===== config.mk =====
export PLATFORM = sky130hd
export DESIGN_NAME = packet_loss_monitor_top
export DESIGN_NICKNAME = d
export VERILOG_FILES = /design/src/rtl/plm_pkg.sv /design/src/rtl/plm_ctrl.sv /design/src/rtl/plm_datapath.sv /design/src/rtl/packet_loss_monitor_top.sv
export SDC_FILE = /design/constraint.sdc
export NUM_CORES = 2
export LEC_CHECK = 0
export BUFFER_PORTS_ARGS = -buffer_cell sky130_fd_sc_hd__buf_4
export CAP_MARGIN = 20
export CORE_MARGIN = 8
export CORE_UTILIZATION = 53
export DETAILED_ROUTE_END_ITERATION = 12
export GPL_TIMING_DRIVEN = 0
export PLACE_DENSITY = 0.7
export SLEW_MARGIN = 20
export SYNTH_ARGS = -nofsm -noshare
export SYNTH_HDL_FRONTEND = slang
export SYNTH_SLANG_ARGS = --single-unit

===== constraint.sdc =====
create_clock -name clk -period 14.7 [get_ports clk]
set_input_delay 2.94 -clock clk [delete_from_list [all_inputs] [get_ports clk]]
set_output_delay 2.94 -clock clk [all_outputs]
set_load 0.03 [all_outputs]

===== src/rtl/plm_pkg.sv =====
// package for the packet loss monitor: widths, register indexes, fsm states
// and the controller/datapath command and status structs. no dependencies.
`timescale 1ns / 1ps
package plm_pkg;

  localparam int CNT_W = 32;
  localparam int SEQ_W = 64;
  localparam int TIME_W = 64;
  localparam int DIV_STEPS = 64;
  localparam int STEP_W = 6;

  localparam logic [31:0] BAD_SECONDS = 32'hFFFF_FFFF;
  localparam logic [63:0] ROUND_HALF = 64'd512;
  localparam int TICK_SHIFT = 10;

  localparam logic [31:0] CLK_TICKS_RST = 32'd200000000;
  localparam logic [7:0] FRAME_RST = 8'd16;
  localparam logic [31:0] WINDOW_RST = 32'd10000;

  typedef enum logic [1:0] {
    REG_CLOCK_TICKS = 2'd0,
    REG_FRAME_SAMPLES = 2'd1,
    REG_KEEP_LOWEST = 2'd2,
    REG_ORDER_WINDOW = 2'd3
  } reg_idx_t;

  localparam logic OP_PACKET = 1'b0;
  localparam logic OP_REPORT = 1'b1;

  typedef enum logic [2:0] {
    ST_IDLE,
    ST_MULT,
    ST_TIME,
    ST_DIV,
    ST_DONE
  } state_t;

  typedef struct packed {
    logic load;
    logic report;
    logic mult;
    logic time_calc;
    logic div_start;
    logic div_step;
    logic finish;
  } plm_cmd_t;

  typedef struct packed {
    logic is_report;
    logic div_needed;
    logic div_last;
  } plm_stat_t;

endpackage


===== src/rtl/plm_ctrl.sv =====
// controller fsm for the packet loss monitor
// depends on plm_pkg; drives commands to plm_datapath
`timescale 1ns / 1ps
module plm_ctrl
  import plm_pkg::*;
(
  input  logic      clk,
  input  logic      rst,
  input  logic      in_fire,
  input  logic      out_busy,
  input  plm_stat_t stat,
  output plm_cmd_t  cmd,
  output logic      busy
);

  state_t state;
  state_t state_next;

  // state register
  always_ff @(posedge clk) begin
    if (rst) begin
      state <= ST_IDLE;
    end else begin
      state <= state_next;
    end
  end

  // next state
  always_comb begin
    state_next = state;
    case (state)
      ST_IDLE: begin
        if (in_fire) state_next = ST_MULT;
      end
      ST_MULT: begin
        if (stat.is_report) state_next = ST_DONE;
        else state_next = ST_TIME;
      end
      ST_TIME: begin
        if (stat.div_needed) state_next = ST_DIV;
        else state_next = ST_DONE;
      end
      ST_DIV: begin
        if (stat.div_last) state_next = ST_DONE;
      end
      ST_DONE: begin
        if (!out_busy) state_next = ST_IDLE;
      end
      default: state_next = ST_IDLE;
    endcase
  end

  // command outputs
  always_comb begin
    cmd = '0;
    busy = 1'b1;
    case (state)
      ST_IDLE: begin
        busy = 1'b0;
        cmd.load = in_fire;
      end
      ST_MULT: begin
        cmd.report = stat.is_report;
        cmd.mult = !stat.is_report;
      end
      ST_TIME: begin
        cmd.time_calc = 1'b1;
        cmd.div_start = stat.div_needed;
      end
      ST_DIV: cmd.div_step = 1'b1;
      ST_DONE: cmd.finish = !out_busy;
      default: busy = 1'b1;
    endcase
  end

  // at most one command a cycle, apart from div_start, which comes with time_calc
  assert property (@(posedge clk) disable iff (rst)
    $onehot0({cmd.load, cmd.report, cmd.mult, cmd.time_calc, cmd.div_step, cmd.finish}))
    else $error("plm_ctrl: overlapping commands");
  // an accepted item always starts work next cycle
  assert property (@(posedge clk) disable iff (rst) cmd.load |=> state == ST_MULT)
    else $error("plm_ctrl: load did not start work");
  // divide runs only after the time step
  assert property (@(posedge clk) disable iff (rst)
    (state == ST_DIV) |-> ($past(state) == ST_TIME || $past(state) == ST_DIV))
    else $error("plm_ctrl: divide entered out of order");

endmodule


===== src/rtl/plm_datapath.sv =====
// datapath: counters, time conversion, serial divider, sequence tracking
// depends on plm_pkg; controlled by plm_ctrl
`timescale 1ns / 1ps
module plm_datapath
  import plm_pkg::*;
(
  input  logic              clk,
  input  logic              rst,
  input  plm_cmd_t          cmd,
  output plm_stat_t         stat,
  input  logic              cfg_we,
  input  logic [1:0]        cfg_idx,
  input  logic [31:0]       cfg_data,
  input  logic              in_op,
  input  logic [SEQ_W-1:0]  in_seq,
  input  logic [31:0]       in_secs,
  input  logic [31:0]       in_frac,
  input  logic              in_stall,
  output logic              r_is_report,
  output logic [CNT_W-1:0]  r_packet,
  output logic [CNT_W-1:0]  r_missed,
  output logic [CNT_W-1:0]  r_reorder,
  output logic [CNT_W-1:0]  r_bad,
  output logic              r_starve_valid,
  output logic [SEQ_W-1:0]  r_starve_seq
);

  logic [31:0] clock_ticks;
  logic [7:0] frame_samples;
  logic keep_lowest;
  logic [31:0] order_window;

  logic [CNT_W-1:0] packet_count, missed_count, reorder_count, bad_count;
  logic [TIME_W-1:0] next_time;
  logic [SEQ_W-1:0] tracked_seq;

  logic op_q, stall_q;
  logic [SEQ_W-1:0] seq_q;
  logic [31:0] secs_q, frac_q;
  logic [63:0] product;

  logic [63:0] div_rem_num;
  logic [7:0] div_rem;
  logic [63:0] div_quo;
  logic [STEP_W-1:0] div_cnt;
  logic div_quo_valid;

  logic [TIME_W-1:0] t_calc;
  logic [8:0] rem_shift;
  logic [SEQ_W-1:0] track_next;
  logic [SEQ_W-1:0] d_up, d_dn;

  // configuration registers
  always_ff @(posedge clk) begin
    if (rst) begin
      clock_ticks <= CLK_TICKS_RST;
      frame_samples <= FRAME_RST;
      keep_lowest <= 1'b0;
      order_window <= WINDOW_RST;
    end else if (cfg_we) begin
      case (reg_idx_t'(cfg_idx))
        REG_CLOCK_TICKS: clock_ticks <= cfg_data;
        REG_FRAME_SAMPLES: frame_samples <= cfg_data[7:0];
        REG_KEEP_LOWEST: keep_lowest <= cfg_data[0];
        REG_ORDER_WINDOW: order_window <= cfg_data;
        default: ;
      endcase
    end
  end

  // sample time from the registered product
  assign t_calc = ((product + ROUND_HALF) >> TICK_SHIFT) + {32'd0, frac_q};

  // one restoring divide step
  assign rem_shift = {div_rem, div_rem_num[63]};

  // sequence tracking with wrap window
  assign d_up = seq_q - tracked_seq;
  assign d_dn = tracked_seq - seq_q;
  always_comb begin
    track_next = tracked_seq;
    if (tracked_seq == '0) begin
      track_next = seq_q;
    end else if (keep_lowest) begin
      if (seq_q < tracked_seq && d_dn < {32'd0, order_window}) track_next = seq_q;
    end else if (seq_q > tracked_seq) begin
      if (d_up < {32'd0, order_window}) track_next = seq_q;
    end else if (seq_q < tracked_seq) begin
      if (d_dn > {32'd0, order_window}) track_next = seq_q;
    end
  end

  assign stat.is_report = op_q;
  assign stat.div_needed = (t_calc != next_time) && (next_time != '0)
                           && (frame_samples != 8'd0) && (secs_q != BAD_SECONDS);
  assign stat.div_last = (div_cnt == STEP_W'(DIV_STEPS - 1));

  // input capture, multiply and divide
  always_ff @(posedge clk) begin
    if (cmd.load) begin
      op_q <= in_op;
      seq_q <= in_seq;
      secs_q <= in_secs;
      frac_q <= in_frac;
      stall_q <= in_stall;
    end
    if (cmd.mult) product <= 64'(secs_q) * 64'(clock_ticks);
    if (cmd.div_start) begin
      div_rem_num <= t_calc - next_time;
      div_rem <= '0;
      div_quo <= '0;
      div_cnt <= '0;
    end else if (cmd.div_step) begin
      div_rem_num <= {div_rem_num[62:0], 1'b0};
      if (rem_shift >= {1'b0, frame_samples}) begin
        div_rem <= 8'(rem_shift - {1'b0, frame_samples});
        div_quo <= {div_quo[62:0], 1'b1};
      end else begin
        div_rem <= rem_shift[7:0];
        div_quo <= {div_quo[62:0], 1'b0};
      end
      div_cnt <= div_cnt + 1'b1;
    end
  end

  // state and result register
  always_ff @(posedge clk) begin
    if (rst) begin
      packet_count <= '0;
      missed_count <= '0;
      reorder_count <= '0;
      bad_count <= '0;
      next_time <= '0;
      tracked_seq <= '0;
    end else if (cmd.report) begin
      r_is_report <= 1'b1;
      r_packet <= packet_count;
      r_missed <= missed_count;
      r_reorder <= reorder_count;
      r_bad <= bad_count;
      r_starve_valid <= 1'b0;
      r_starve_seq <= '0;
      packet_count <= '0;
      missed_count <= '0;
      reorder_count <= '0;
      bad_count <= '0;
    end else if (cmd.time_calc) begin
      r_is_report <= 1'b0;
      r_packet <= '0;
      r_missed <= '0;
      r_reorder <= '0;
      r_bad <= '0;
      packet_count <= packet_count + 1'b1;
      if (stall_q && tracked_seq != '0) begin
        r_starve_valid <= 1'b1;
        r_starve_seq <= tracked_seq;
      end else begin
        r_starve_valid <= 1'b0;
        r_starve_seq <= '0;
      end
      if (stall_q) tracked_seq <= '0;
      if (secs_q == BAD_SECONDS) begin
        bad_count <= bad_count + 1'b1;
      end else begin
        if (t_calc < next_time) reorder_count <= reorder_count + 1'b1;
        next_time <= t_calc + {56'd0, frame_samples};
      end
    end else if (cmd.finish && !op_q) begin
      tracked_seq <= track_next;
      if (div_quo_valid) missed_count <= missed_count + div_quo[CNT_W-1:0];
    end
  end

  // marks that a divide was started for this item
  always_ff @(posedge clk) begin
    if (rst || cmd.load) div_quo_valid <= 1'b0;
    else if (cmd.div_start) div_quo_valid <= 1'b1;
  end

  // counters clear after a report
  assert property (@(posedge clk) disable iff (rst) cmd.report |=> packet_count == '0)
    else $error("plm_datapath: counters not cleared by report");
  // a stall with a tracked value always reports it
  assert property (@(posedge clk) disable iff (rst)
    (cmd.time_calc && stall_q && tracked_seq != '0) |=> r_starve_valid)
    else $error("plm_datapath: stall did not report tracked sequence");
  // divider step counter restarts from zero at divide start
  assert property (@(posedge clk) disable iff (rst)
    cmd.div_start |=> div_cnt == '0)
    else $error("plm_datapath: divide counter not reset");

endmodule


===== src/rtl/packet_loss_monitor_top.sv =====
// Packet loss monitor. One item at a time: a packet header goes through
// load, a 32x32 multiply and a time compare, then a 64-step bit-serial
// divide by frame_samples when the stamp is valid, an expected time is set,
// the stamp differs from it and frame_samples is nonzero; a report goes
// through load, capture and finish. Results wait in the output register
// until taken; configuration must be written only while idle (not enforced).
// depends on plm_pkg, plm_ctrl, plm_datapath
`timescale 1ns / 1ps
module packet_loss_monitor_top
  import plm_pkg::*;
(
  input  logic              clk,
  input  logic              rst,
  input  logic              cfg_we,
  input  logic [1:0]        cfg_index,
  input  logic [31:0]       cfg_data,
  input  logic              in_valid,
  output logic              in_stall,
  input  logic              operation,
  input  logic [SEQ_W-1:0]  seq_in,
  input  logic [31:0]       stamp_seconds,
  input  logic [31:0]       stamp_fraction,
  input  logic              read_stalled,
  output logic              out_valid,
  input  logic              out_stall,
  output logic              is_report,
  output logic [CNT_W-1:0]  packet_total,
  output logic [CNT_W-1:0]  missed_total,
  output logic [CNT_W-1:0]  reorder_total,
  output logic [CNT_W-1:0]  bad_stamp_total,
  output logic              starve_valid,
  output logic [SEQ_W-1:0]  starve_seq
);

  plm_cmd_t cmd;
  plm_stat_t stat;
  logic busy;
  logic in_fire;
  logic [CNT_W-1:0] r_packet, r_missed, r_reorder, r_bad;
  logic r_is_report, r_starve_valid;
  logic [SEQ_W-1:0] r_starve_seq;

  // input transfer only while idle
  assign in_stall = busy;
  assign in_fire = in_valid && !busy;

  plm_ctrl u_ctrl (
    .clk(clk), .rst(rst), .in_fire(in_fire), .out_busy(out_valid && out_stall),
    .stat(stat), .cmd(cmd), .busy(busy)
  );

  plm_datapath u_dp (
    .clk(clk), .rst(rst), .cmd(cmd), .stat(stat),
    .cfg_we(cfg_we), .cfg_idx(cfg_index), .cfg_data(cfg_data),
    .in_op(operation), .in_seq(seq_in), .in_secs(stamp_seconds),
    .in_frac(stamp_fraction), .in_stall(read_stalled),
    .r_is_report(r_is_report), .r_packet(r_packet), .r_missed(r_missed),
    .r_reorder(r_reorder), .r_bad(r_bad), .r_starve_valid(r_starve_valid),
    .r_starve_seq(r_starve_seq)
  );

  // output register, loaded when the item finishes
  always_ff @(posedge clk) begin
    if (rst) begin
      out_valid <= 1'b0;
    end else begin
      if (out_valid && !out_stall) out_valid <= 1'b0;
      if (cmd.finish) out_valid <= 1'b1;
    end
    if (cmd.finish) begin
      is_report <= r_is_report;
      packet_total <= r_packet;
      missed_total <= r_missed;
      reorder_total <= r_reorder;
      bad_stamp_total <= r_bad;
      starve_valid <= r_starve_valid;
      starve_seq <= r_starve_seq;
    end
  end

endmodule


==> impl_metrics.json <==
{
  "cp_data_required_time_ns": 15.18,
  "worst_hold_path_type": "flip-flop to flip-flop",
  "fin_cells": 11920,
  "worst_setup_path_start_kind": "flip-flop",
  "dr_total_vias": 69330,
  "ys_ff_latch": 1009,
  "first_global_vias": 68360,
  "timing.final.crit_period_ns": 10.12,
  "routed_wire_length_per_instance_um": 25.68,
  "yosys_most_used_dff": "sky130_fd_sc_hd__edfxtp_1",
  "final.setup_skew_ns": 0.05644,
  "cts-buffers-inserted": 106,
  "antenna_violating_nets_post_route": 0,
  "routed_wl_mm": 306.2,
  "critPathCaptureType": "flip-flop",
  "globalRouteOverflowTotal": 0,
  "synth-edff-count": 637,
  "clk_transition_reported_paths_ns": 0.08,
  "gp_routability_congestion": 1.049,
  "nets": 11280,
  "crit_type": "flip-flop to flip-flop",
  "placedCellCount": 11700,
  "drt_drc_violations_left": 0,
  "ctsRootBufferMaster": "sky130_fd_sc_hd__clkbuf_16",
  "die_h_um": 421.9,
  "cp_slowest_cell": "sky130_fd_sc_hd__dfxtp_1",
  "cts_hold_repair.buffers": 0,
  "grtUsageTotal_pct": 33.44,
  "async_flop_share_pct": 0,
  "clock_tree.buffer_depth": 3,
  "fp.coreArea_mm2": 0.1642,
  "path_delay_family": "adder cells",
  "die_area_mm2": 0.1780,
  "run_status": "complete, no violations",
  "max_freq_mhz": 98.81,
  "area_taken_by_multi_input_logic_gates_mm2": 0.05462,
  "cts-resized-gates": 0,
  "final-seq-area_mm2": 0.02658,
  "standard_cell_rows": 149,
  "max_slew.worst_pin.slew_ns": 1.329,
  "synth_most_common_cell": "sky130_fd_sc_hd__nand2_1",
  "slew_viol_final": 0,
  "syn_area_mm2": 0.08730,
  "floorplan.initialDensity_pct": 53.15,
  "pin_count": 365,
  "yosys-top-cells-count": "1183 x sky130_fd_sc_hd__nand2_1, 1177 x sky130_fd_sc_hd__inv_1, 902 x sky130_fd_sc_hd__fa_1",
  "final.fill_count": 14310,
  "clkLatencyLatePin_ns": 0.76,
  "yosys_warnings": 0,
  "maxSlewHeadroom_pct": 11.42,
  "drt_first_iter_violations": 6339,
  "timing.critical_path.buf_inv": 4,
  "drt_first_pass_iters": 5,
  "timing.critical_path.fanout_max": 10,
  "synthDistinctLibCells": 122,
  "cp.arrival_ns": 10.60,
  "rsz_0062_raised_after_global_routing": "no",
  "dp_wirelength_mm": 250.5,
  "route.detailed.vias_per_inst": 5.814,
  "crit_path_largest_cell_delay_ns": 1.02,
  "final.period_utilization_pct": 68.85,
  "drive_above_1_share_pct": 7.752,
  "netlist.area_leader.share_pct": 21.91,
  "number_of_max_cap_violations": 0,
  "synth_area_leader_cell": "sky130_fd_sc_hd__edfxtp_1",
  "antenna_found_initial": 27,
  "cp_common_cell": "sky130_fd_sc_hd__fa_1",
  "syn_inst": 9121,
  "synth_area_per_cell_um2": 9.571,
  "cts_sinks": 1009,
  "portBuffers": 364,
  "setup_viol": 0,
  "cts_max_level": 3,
  "tritoncts_clock_tree": "yes",
  "synth.net_count": 10780,
  "die_w_um": 421.9,
  "post_cts.repair.setup_buffers": 0,
  "growth_of_design_area_from_synthesis_to_finish_pct": 11.22,
  "final_hold_viol_count": 0,
  "grt_pass1_wl_mm": 448.1,
  "grt_max_degree": 124,
  "yosys-top-cells-area": "sky130_fd_sc_hd__edfxtp_1 22%, sky130_fd_sc_hd__fa_1 21%, sky130_fd_sc_hd__dfxtp_1 8.5%",
  "synth-seq-area-share_pct": 30.44
}
==> placed cells by master (no fill, tap or decap), types with 68 or more instances in the layout <==
master and n:
sky130_fd_sc_hd__and2_1 806, sky130_fd_sc_hd__fa_1 902, sky130_fd_sc_hd__nand2_1 1182, sky130_fd_sc_hd__mux2i_1 83, sky130_fd_sc_hd__clkbuf_16 106, sky130_fd_sc_hd__inv_1 1175, sky130_fd_sc_hd__nor2_1 393, sky130_fd_sc_hd__xor2_1 192
sky130_fd_sc_hd__edfxtp_1 637, sky130_fd_sc_hd__nor3_1 84, sky130_fd_sc_hd__nand3_1 136, sky130_fd_sc_hd__dfxtp_1 372, sky130_fd_sc_hd__a21oi_1 479, sky130_fd_sc_hd__a21o_1 116, sky130_fd_sc_hd__buf_4 380, sky130_fd_sc_hd__o21ai_0 319
sky130_fd_sc_hd__o21a_1 68, sky130_fd_sc_hd__nand4_1 150, sky130_fd_sc_hd__ha_1 589, sky130_fd_sc_hd__clkbuf_1 355, sky130_fd_sc_hd__xnor2_1 239
==> final timing paths <==
check | depth (start not counted) | slack [ns] | to | from
hold / removal | 0 | 0.41 | starve_seq[42]$_DFFE_PP_ | u_dp.r_starve_seq[42]$_SDFFCE_PP0P_
hold reg to reg | 0 | 0.41 | starve_seq[42]$_DFFE_PP_ | u_dp.r_starve_seq[42]$_SDFFCE_PP0P_
setup reg to reg | 28 | 4.58 | u_dp.product[63]$_DFFE_PP_ | u_dp.clock_ticks[23]$_SDFFE_PP1P_
setup / recovery | 28 | 4.58 | u_dp.product[63]$_DFFE_PP_ | u_dp.clock_ticks[23]$_SDFFE_PP1P_
==> registers in the layout, summed over array words and instances (netlist names), 55 cells and up <==
signal and flops:
u_dp.next_time 56, u_dp.product 55, u_dp.r_starve_seq 64, u_dp.seq_q 64, u_dp.div_rem_num 64, starve_seq 64, u_dp.tracked_seq 64
==> per-stage QoR <==
step / TNS, ns / setup WS [ns] / util, % / cell area (µm²) / hold slack [ns]
CTS: 0 / 4.783 / 59.07 / 97030 / 0.3944
detailed placement: 0 / 4.808 / 56.81 / 93300 / 0.4045
finish: 0 / 4.580 / 59.12 / 97100 / 0.4062
global placement: -204.72 / -1.096 / 56.48 / 92770 / 0.4001
global route: 0 / 4.468 / 59.09 / 97060 / 0.3993
floorplan: 0 / 2.582 / - / 87300 / 0.4003
==> metal layers <==
metal  up-vias  routed length (µm)  global-route usage (%)
met3       687               28030                   7.172
met5         -                  41                       0
li1      31090                   -                       -
met4         6               17680                   16.24
met2      3266              134700                   51.61
met1     34280              125700                   44.89
==> cell type report <==
| type | instances | area share (%) |
|---|---|---|
| Antenna cell | 20 | 0.05154 |
| Buffer | 422 | 1.853 |
| Clock buffer | 127 | 2.854 |
| Clock inverter | 75 | 0.9819 |
| Inverter | 1177 | 4.558 |
| Multi-Input combinational cell | 6513 | 56.26 |
| Sequential cell | 1009 | 27.37 |
| Tap cell | 2189 | 2.821 |
| Timing Repair Buffer | 391 | 3.254 |
==> cell families after synthesis <==
kind of cell,synth area share (%)
simple gates,18.17
buf+inv,7.107
fa+ha+maj,29.13
compound gates,9.699
flops,30.44
xor+xnor,4.417
mux,1.042
Power is left out: the tool's default activity adds up to more than one toggle a clock period on the data nets, which glitch-free logic cannot reach.
